===== config.mk =====
export PLATFORM = sky130hd
export DESIGN_NAME = bounded_double_ended_queue
export DESIGN_NICKNAME = d
export VERILOG_FILES = /design/src/rtl/core/bdeq_pkg.sv /design/src/rtl/core/bounded_double_ended_queue.sv /design/src/rtl/core/bdeq_ram.sv /design/src/rtl/core/bdeq_ctrl.sv /design/src/rtl/core/bdeq_datapath.sv
export SDC_FILE = /design/constraint.sdc
export NUM_CORES = 1
export LEC_CHECK = 0
export BUFFER_PORTS_ARGS = -buffer_cell sky130_fd_sc_hd__clkbuf_2
export CORE_ASPECT_RATIO = 1.5
export CORE_MARGIN = 5
export CORE_UTILIZATION = 61
export CTS_BUF_LIST = sky130_fd_sc_hd__clkbuf_16
export DETAILED_ROUTE_END_ITERATION = 8
export GPL_TIMING_DRIVEN = 0
export PLACE_DENSITY = 0.91
export SETUP_SLACK_MARGIN = 0.02
export SLEW_MARGIN = 20
export SYNTH_ARGS = -nofsm -noshare
export SYNTH_HDL_FRONTEND = slang
export SYNTH_HIERARCHICAL = 1
export SYNTH_SLANG_ARGS = --single-unit
export TNS_END_PERCENT = 1

===== constraint.sdc =====
create_clock -name clk -period 8 [get_ports clk]
set_input_delay 1.2 -clock clk [delete_from_list [all_inputs] [get_ports clk]]
set_output_delay 1.2 -clock clk [all_outputs]
set_load 0.05 [all_outputs]

===== src/rtl/core/bdeq_pkg.sv =====
package bdeq_pkg;

  localparam int DEFAULT_DEPTH      = 16;
  localparam int DEFAULT_DATA_WIDTH = 32;

  localparam int MODE_W     = 3;
  localparam int DATA_IO_W  = 32;
  localparam int POSITION_W = 4;
  localparam int STATUS_W   = 2;

  typedef enum logic [MODE_W-1:0] {
    MODE_PUSH_FRONT = 3'd0,
    MODE_PUSH_BACK  = 3'd1,
    MODE_POP_FRONT  = 3'd2,
    MODE_POP_BACK   = 3'd3,
    MODE_READ_FRONT = 3'd4,
    MODE_READ_BACK  = 3'd5,
    MODE_READ_INDEX = 3'd6,
    MODE_CLEAR      = 3'd7
  } mode_t;

  typedef enum logic [STATUS_W-1:0] {
    ST_OK    = 2'd0,
    ST_EMPTY = 2'd1,
    ST_FULL  = 2'd2,
    ST_RANGE = 2'd3
  } status_t;

  typedef enum logic {
    CTRL_IDLE = 1'b0,
    CTRL_READ = 1'b1
  } ctrl_state_t;

  // Commands from the controller to the datapath.
  typedef struct packed {
    logic accept;     // take the operation on the input ports now
    logic read_done;  // store read data is valid, finish the read
  } ctrl_cmd_t;

  // Status from the datapath to the controller.
  typedef struct packed {
    logic read_go;    // the offered operation is a read that will hit the store
  } dp_stat_t;

endpackage


===== src/rtl/core/bounded_double_ended_queue.sv =====
// Bounded double-ended queue of up to DEPTH entries held in a ring store.
// Start a transaction by raising start while busy is low; mode, data_in and
// position are sampled at that clock edge. Every transaction returns exactly
// one result on data_out, entry_count and status, marked by done for a single
// cycle; the receiver cannot hold results off, so capture them when done is
// high. Pushes, pops, clear and every refused or failed operation report in the
// cycle after the transaction, and busy stays low so a new transaction can be
// started in every cycle. A read that reaches the store (read front, read back
// or read index with a valid position) goes through the store's registered
// read port, so busy is high for the cycle in which the read data comes back,
// and done follows in the next cycle. Status codes are 0 ok, 1 empty, 2 full so
// the push was refused, and 3 position out of range.
// data_out is zero for everything but a successful read. Reset clears the
// head and the count; the store itself is not cleared and is only ever read
// at entries that a push has written. No clearing pass follows reset.
module bounded_double_ended_queue #(
  parameter int DEPTH      = bdeq_pkg::DEFAULT_DEPTH,
  parameter int DATA_WIDTH = bdeq_pkg::DEFAULT_DATA_WIDTH,
  localparam int CW = $clog2(DEPTH + 1)
) (
  input  logic                            clk,
  input  logic                            rst,
  input  logic                            start,
  output logic                            busy,
  input  logic [bdeq_pkg::MODE_W-1:0]     mode,
  input  logic [bdeq_pkg::DATA_IO_W-1:0]  data_in,
  input  logic [bdeq_pkg::POSITION_W-1:0] position,
  output logic                            done,
  output logic [bdeq_pkg::DATA_IO_W-1:0]  data_out,
  output logic [CW-1:0]                   entry_count,
  output logic [bdeq_pkg::STATUS_W-1:0]   status
);

  bdeq_pkg::ctrl_cmd_t cmd;
  bdeq_pkg::dp_stat_t  stat;

  // The controller only sequences transactions; it decides when the datapath
  // takes an operation and when a store read is complete.
  bdeq_ctrl u_ctrl (
    .clk   (clk),
    .rst   (rst),
    .start (start),
    .stat  (stat),
    .cmd   (cmd),
    .busy  (busy)
  );

  // The datapath holds the head pointer, the entry count, the ring store and
  // the result registers, and works out addresses and status codes.
  bdeq_datapath #(
    .DEPTH      (DEPTH),
    .DATA_WIDTH (DATA_WIDTH)
  ) u_datapath (
    .clk         (clk),
    .rst         (rst),
    .cmd         (cmd),
    .stat        (stat),
    .mode        (mode),
    .data_in     (data_in),
    .position    (position),
    .done        (done),
    .data_out    (data_out),
    .entry_count (entry_count),
    .status      (status)
  );

endmodule


===== src/rtl/core/bdeq_ram.sv =====
module bdeq_ram #(
  parameter int WIDTH = bdeq_pkg::DEFAULT_DATA_WIDTH,
  parameter int DEPTH = bdeq_pkg::DEFAULT_DEPTH
) (
  input  logic                     clk,
  input  logic                     we,
  input  logic [$clog2(DEPTH)-1:0] waddr,
  input  logic [WIDTH-1:0]         wdata,
  input  logic                     re,
  input  logic [$clog2(DEPTH)-1:0] raddr,
  output logic [WIDTH-1:0]         rdata
);

  logic [WIDTH-1:0] mem [DEPTH];

  always_ff @(posedge clk) begin
    if (we) begin
      mem[waddr] <= wdata;
    end
    if (re) begin
      rdata <= mem[raddr];
    end
  end

endmodule


===== src/rtl/core/bdeq_ctrl.sv =====
module bdeq_ctrl (
  input  logic                 clk,
  input  logic                 rst,
  input  logic                 start,
  input  bdeq_pkg::dp_stat_t   stat,
  output bdeq_pkg::ctrl_cmd_t  cmd,
  output logic                 busy
);

  bdeq_pkg::ctrl_state_t state;
  bdeq_pkg::ctrl_state_t state_next;

  always_ff @(posedge clk) begin
    if (rst) begin
      state <= bdeq_pkg::CTRL_IDLE;
    end else begin
      state <= state_next;
    end
  end

  always_comb begin
    state_next    = state;
    cmd.accept    = 1'b0;
    cmd.read_done = 1'b0;
    busy          = 1'b0;
    case (state)
      bdeq_pkg::CTRL_IDLE: begin
        cmd.accept = start;
        // Only a read that reaches the store goes on to the read state.
        if (start && stat.read_go) begin
          state_next = bdeq_pkg::CTRL_READ;
        end
      end
      bdeq_pkg::CTRL_READ: begin
        busy          = 1'b1;
        cmd.read_done = 1'b1;
        state_next    = bdeq_pkg::CTRL_IDLE;
      end
      default: begin
        state_next = bdeq_pkg::CTRL_IDLE;
      end
    endcase
  end

endmodule


===== src/rtl/core/bdeq_datapath.sv =====
module bdeq_datapath #(
  parameter int DEPTH      = bdeq_pkg::DEFAULT_DEPTH,
  parameter int DATA_WIDTH = bdeq_pkg::DEFAULT_DATA_WIDTH,
  localparam int CW = $clog2(DEPTH + 1)
) (
  input  logic                                clk,
  input  logic                                rst,
  input  bdeq_pkg::ctrl_cmd_t                 cmd,
  output bdeq_pkg::dp_stat_t                  stat,
  input  logic [bdeq_pkg::MODE_W-1:0]         mode,
  input  logic [bdeq_pkg::DATA_IO_W-1:0]      data_in,
  input  logic [bdeq_pkg::POSITION_W-1:0]     position,
  output logic                                done,
  output logic [bdeq_pkg::DATA_IO_W-1:0]      data_out,
  output logic [CW-1:0]                       entry_count,
  output logic [bdeq_pkg::STATUS_W-1:0]       status
);

  localparam int AW = $clog2(DEPTH);
  localparam int PW = (CW > bdeq_pkg::POSITION_W) ? CW : bdeq_pkg::POSITION_W;
  localparam int SW = PW + 1;

  logic [AW-1:0]         head;
  logic [AW-1:0]         head_next;
  logic [CW-1:0]         count;
  logic [CW-1:0]         count_next;
  bdeq_pkg::mode_t       op;
  bdeq_pkg::status_t     st;
  logic                  full;
  logic                  empty;
  logic [PW-1:0]         off;
  logic [SW-1:0]         slot_sum;
  logic [SW-1:0]         slot_wrap;
  logic [AW-1:0]         slot;
  logic [AW-1:0]         head_dec;
  logic                  wr;
  logic [AW-1:0]         waddr;
  logic                  rd;
  logic [DATA_WIDTH-1:0] wdata;
  logic [DATA_WIDTH-1:0] rdata;

  assign op    = bdeq_pkg::mode_t'(mode);
  assign full  = (count == CW'(DEPTH));
  assign empty = (count == '0);
  assign wdata = DATA_WIDTH'(data_in);

  // Ring slot at a given distance from the head; wherever the slot is used, the distance is below DEPTH.
  assign slot_sum  = SW'(head) + SW'(off);
  assign slot_wrap = (slot_sum >= SW'(DEPTH)) ? slot_sum - SW'(DEPTH) : slot_sum;
  assign slot      = slot_wrap[AW-1:0];
  assign head_dec  = (head == '0) ? AW'(DEPTH - 1) : head - AW'(1);

  always_comb begin
    head_next    = head;
    count_next   = count;
    st           = bdeq_pkg::ST_OK;
    off          = '0;
    wr           = 1'b0;
    waddr        = slot;
    rd           = 1'b0;
    case (op)
      bdeq_pkg::MODE_PUSH_FRONT: begin
        if (full) begin
          st = bdeq_pkg::ST_FULL;
        end else begin
          head_next  = head_dec;
          waddr      = head_dec;
          wr         = 1'b1;
          count_next = count + CW'(1);
        end
      end
      bdeq_pkg::MODE_PUSH_BACK: begin
        off = PW'(count);
        if (full) begin
          st = bdeq_pkg::ST_FULL;
        end else begin
          wr         = 1'b1;
          count_next = count + CW'(1);
        end
      end
      bdeq_pkg::MODE_POP_FRONT: begin
        off = PW'(1);
        if (empty) begin
          st = bdeq_pkg::ST_EMPTY;
        end else begin
          head_next  = slot;
          count_next = count - CW'(1);
        end
      end
      bdeq_pkg::MODE_POP_BACK: begin
        if (empty) begin
          st = bdeq_pkg::ST_EMPTY;
        end else begin
          count_next = count - CW'(1);
        end
      end
      bdeq_pkg::MODE_READ_FRONT: begin
        if (empty) begin
          st = bdeq_pkg::ST_EMPTY;
        end else begin
          rd = 1'b1;
        end
      end
      bdeq_pkg::MODE_READ_BACK: begin
        off = PW'(count - CW'(1));
        if (empty) begin
          st = bdeq_pkg::ST_EMPTY;
        end else begin
          rd = 1'b1;
        end
      end
      bdeq_pkg::MODE_READ_INDEX: begin
        off = PW'(position);
        if (empty) begin
          st = bdeq_pkg::ST_EMPTY;
        end else if (PW'(position) >= PW'(count)) begin
          st = bdeq_pkg::ST_RANGE;
        end else begin
          rd = 1'b1;
        end
      end
      bdeq_pkg::MODE_CLEAR: begin
        head_next  = '0;
        count_next = '0;
      end
      default: begin
        head_next = head;
      end
    endcase
  end

  assign stat.read_go = rd;

  always_ff @(posedge clk) begin
    if (rst) begin
      head  <= '0;
      count <= '0;
      done  <= 1'b0;
    end else begin
      if (cmd.accept) begin
        head  <= head_next;
        count <= count_next;
      end
      // A store read reports from the controller's read state, the rest report at once.
      if (cmd.read_done) begin
        done <= 1'b1;
      end else begin
        done <= cmd.accept && !rd;
      end
    end
  end

  always_ff @(posedge clk) begin
    if (cmd.accept) begin
      entry_count <= count_next;
      status      <= st;
      data_out    <= '0;
    end
    if (cmd.read_done) begin
      data_out <= bdeq_pkg::DATA_IO_W'(rdata);
    end
  end

  bdeq_ram #(
    .WIDTH (DATA_WIDTH),
    .DEPTH (DEPTH)
  ) u_store (
    .clk   (clk),
    .we    (cmd.accept && wr),
    .waddr (waddr),
    .wdata (wdata),
    .re    (cmd.accept && rd),
    .raddr (slot),
    .rdata (rdata)
  );

endmodule

==> results by group <==
Floorplan
  • Die Ht: 248.1 um
  • # rows: 87
  • Die width: 168.7 um
  • Core area: 0.03745 sq mm
  • Starting density of the core: 61.56%
  • Die area: 0.04186 sq mm
  • IO Pins: 83

CTS
  • H-tree Lvls: 2
  • PostCTS Resize Cnt: 0
  • Reg clk slew, reported paths: 70 ps
  • # clock sinks: 594
  • Post-CTS Hold Fix Bufs: 0
  • Clock Tree Buf Depth: 3
  • CTS tree: built
  • Post-CTS Setup Inserts: 0
  • Root buffer cell: clkbuf_16
  • Clock insertion delay at the later pin of the skew report: 590 ps
  • Number of buffers created by CTS: 50

Synthesis
  • EDFF count, synth: 583
  • Yosys reg bits: 594
  • Yosys cell types: 63
  • Synth area leader: edfxtp_1
  • YS warnings: 6
  • Post-synth top flop: edfxtp_1
  • Synth Instances: 1113
  • Register area share after synthesis: 76.90%
  • Main combinational cell family by area after synthesis: multiplexers
  • Avg Synthesized Cell Area: 20.71 sq um
  • Xor and xnor area share after synthesis: 0.1900%
  • Mapped cell area: 0.02305 sq mm
  • Adder-cell share of the synthesized area: 0.7382%
  • Synth top area share: 75.94%
  • Post-synthesis compound-gate area fraction: 4.223%
  • Simple-gate area share of the yosys netlist: 3.571%
  • Post-synthesis mux area share: 12.77%
  • Synth Net Count: 1168
  • Top cells by area, synth: edfxtp_1 (76%), mux4_2 (13%), a22oi_1 (2.1%)
  • Ys async rst share: 0%

Pwr
  • Internal Power: 5.006 mW
  • Leak: 8.580 nW
  • VDD IR-drop max: 204.5 uV
  • Combinational power share: 13.2%
  • Cell Pwr Density: 252.9 mW/mm^2
  • Switch Pwr: 1.630 mW
  • Switching share of power: 24.57%
  • Clk pwr share: 34.0%
  • Reg power frac: 52.8%

STA
  • Fin crit share: 70.71%
  • Hold WS: 523.0 ps
  • Rel. slew slack: 35.25%
  • Worst-Margin Slew: 966.0 ps
  • Fmax: 176.8 MHz
  • # setup viols final: 0
  • Setup ws final: 2344 ps
  • Tmin final: 5656 ps
  • Final hold violation count: 0
  • Unrepaired setup endpoints after global routing: false
  • Max Clock Skew: 23.55 ps
  • Slew Limit Fails: 0

Setup path
  • Worst path required time: 8300 ps
  • Crit path largest cell delay: 850 ps
  • R2R depth: 17
  • Setup crit start: mode[2]
  • Worst setup SP type: primary input
  • Crit Path Max Fanout: 10
  • Crit path to: u_datapath/u_store/mem[12][15]$_DFFE_PP_
  • Worst R2R Setup Slack: 2790 ps
  • Reg2reg end: u_datapath/u_store/mem[12][15]$_DFFE_PP_
  • CP Data Arrival Time: 5960 ps
  • Setup CP Type: primary input to flop
  • CP endpoint kind: flop
  • Slowest stage cell, crit path: nor3_2
  • RR Startpoint: u_datapath/count[0]$_SDFFE_PP0P_
  • Cells along the critical path: clkbuf_2 -> buf_2 -> buf_2 -> buf_2 -> a32oi_1 -> o21ai_0 -> ha_1 -> inv_1 -> fa_1 -> xnor2_1 -> inv_1 -> mux2i_1 -> nand3_1 -> nor3_2 -> buf_4 -> buf_4 -> buf_4

Placement
  • Number of I/O port buffers: 82
  • Dpl cells: 1718
  • Setup slack at placement: 2144 ps
  • HPWL Detailed: 35090 um
  • GP Congestion: 0.8384

Cells and area
  • Non-filler cells, final: 1807
  • Synth-to-Final Area Change: 13.82%
  • Nets: 1336
  • Share of cells above drive strength 1: 27.74%
  • Fillers: 2134

Run status
  • Status: complete, no violations

Route
  • Drt via density: 6.930
  • Final WL: 57850 um
  • WL/cell: 32.01 um
  • Drt first pass iters: 6
  • Antenna-violating nets left: 0
  • Iteration-0 DRC Markers: 1784
  • Number of vias in the routed layout: 12520
  • Residual DRC count: 0

GRT
  • Pin count of the biggest net entering global routing: 19
  • First-pass GRT wire length: 84610 um
  • GRT Total Usage: 27.94%
  • Vias in the first global route: 12550
  • Gr ovfl total: 0
  • Initial antenna violation count: 2

Worst hold path
  • Worst min-delay path class: flop to flop

Flow run
  • Max-cap violations: 0
## cell usage after synthesis, types with 3 or more instances
cell	n
edfxtp_1	583
mux4_2	128
a22oi_1	66
nand2_1	46
and2_1	36
nor2_1	29
clkbuf_1	21
a21oi_1	17
buf_2	17
inv_1	17
ha_1	12
o21ai_0	12
buf_4	11
dfxtp_1	11
buf_1	10
nand3_1	8
nor2b_1	8
nor3_1	7
a211oi_1	5
mux2i_1	5
nand2b_1	5
xnor2_1	5
a21o_1	4
a31oi_1	4
nand3b_1	3
## cells by family after synthesis
| family | Yosys count |
|---|---|
| flip-flops | 594 |
| multiplexers | 134 |
| adder cells (fa/ha/maj) | 13 |
| AND/OR/NAND/NOR | 156 |
| AO/OA/AOI/OAI | 133 |
| XOR/XNOR | 5 |
| buffers and inverters | 78 |
## layout by cell type (no fill, tap or decap), types with 3 or more instances in the layout
| master | count |
|---|---|
| nor3_1 | 3 |
| a31oi_1 | 4 |
| nor2_1 | 17 |
| xnor2_1 | 5 |
| nor2_4 | 12 |
| clkbuf_1 | 21 |
| buf_2 | 17 |
| buf_12 | 4 |
| clkinv_2 | 5 |
| mux4_2 | 128 |
| clkinv_1 | 10 |
| mux2i_1 | 5 |
| a21o_1 | 4 |
| a22oi_1 | 66 |
| inv_1 | 33 |
| nor3_2 | 4 |
| nand3b_1 | 3 |
| o21ai_0 | 12 |
| and2_1 | 35 |
| buf_1 | 10 |
| buf_16 | 13 |
| nor2b_1 | 8 |
| ha_1 | 12 |
| buf_6 | 5 |
| clkbuf_2 | 82 |
| edfxtp_1 | 583 |
| nand2_1 | 46 |
| nand3_1 | 8 |
| clkbuf_16 | 51 |
| buf_4 | 25 |
| dfxtp_1 | 11 |
| a211oi_1 | 5 |
| a21oi_1 | 17 |
| nand2b_1 | 5 |
## sequential cells by signal (all words and copies together) (netlist names)
| register | count |
|---|---|
| u_datapath/u_store/mem | 512 |
| u_datapath/data_out | 32 |
| u_datapath/u_store/rdata | 32 |
| u_datapath/count | 5 |
| u_datapath/entry_count | 5 |
| u_datapath/head | 4 |
| u_datapath/status | 2 |
| u_ctrl/state | 1 |
| u_datapath/done | 1 |
## critical path, delay by kind of cell
family	cells	cell delay [ps]
fa+ha+maj	2	570
compound gates	2	240
simple gates	2	1260
xor+xnor	1	550
mux	1	320
buf+inv	9	1770
## cell type report
class	count	area (sq um)	share of cell area [%]
Sequential cell	594	17730	67.56
Multi-Input combinational cell	441	5066	19.31
Clock buffer	51	1276	4.864
Timing Repair Buffer	116	987.2	3.763
Tap cell	489	611.8	2.332
Buffer	61	306.5	1.168
Clock inverter	36	193.9	0.7392
Inverter	17	63.81	0.2432
Antenna cell	2	5.005	0.01907
## power groups by stage
stage / clock network [mW] / logic (mW) / registers [mW]
6_report: 2.26 / 0.876 / 3.50
5_1_grt: 2.41 / 0.916 / 3.51
4_1_cts: 2.27 / 0.866 / 3.50
3_5_place_dp: 0 / 0.843 / 3.57
3_3_place_gp: 0 / 0.789 / 3.57
2_1_floorplan: 0 / 0.514 / 3.61
## worst min path at each step
stage                                      startpoint                                     to  slack, ps  depth (start not counted)
2_1_floorplan   u_datapath/u_store/rdata[0]$_DFFE_PP_   u_datapath/data_out[0]$_SDFFCE_PN0P_        500                          1
3_3_place_gp   u_datapath/u_store/rdata[15]$_DFFE_PP_  u_datapath/data_out[15]$_SDFFCE_PN0P_        510                          1
3_5_place_dp    u_datapath/u_store/rdata[9]$_DFFE_PP_   u_datapath/data_out[9]$_SDFFCE_PN0P_        510                          1
4_1_cts         u_datapath/u_store/rdata[9]$_DFFE_PP_   u_datapath/data_out[9]$_SDFFCE_PN0P_        530                          1
5_1_grt         u_datapath/u_store/rdata[0]$_DFFE_PP_   u_datapath/data_out[0]$_SDFFCE_PN0P_        550                          1
6_report        u_datapath/u_store/rdata[9]$_DFFE_PP_   u_datapath/data_out[9]$_SDFFCE_PN0P_        520                          1
## stage by stage
| stage | instance area [sq um] | power, mW | TNS [ps] | util [%] |
|---|---|---|---|---|
| after floorplan | 23050 | 4.129 | 0 | - |
| after global placement | 24070 | 4.359 | -107480 | 64.29 |
| after detailed placement | 24760 | 4.412 | 0 | 66.13 |
| after CTS | 26230 | 6.638 | 0 | 70.05 |
| after global routing | 26240 | 6.836 | 0 | 70.07 |
| final | 26240 | 6.637 | 0 | 70.07 |
## routing by layer
| layer | up-vias | GRT usage [%] | share of wire (%) | wire [um] |
|---|---|---|---|---|
| li1 | 4933 | - | - | - |
| met1 | 6359 | 36.93 | 35 | 19960 |
| met2 | 1036 | 46.62 | 51 | 29380 |
| met3 | 194 | 4.620 | 10 | 5802 |
| met4 | 0 | 12.47 | 4.7 | 2697 |
| met5 | - | 0 | 0 | 0 |
Note: power is estimated with default switching activity, not from simulation.
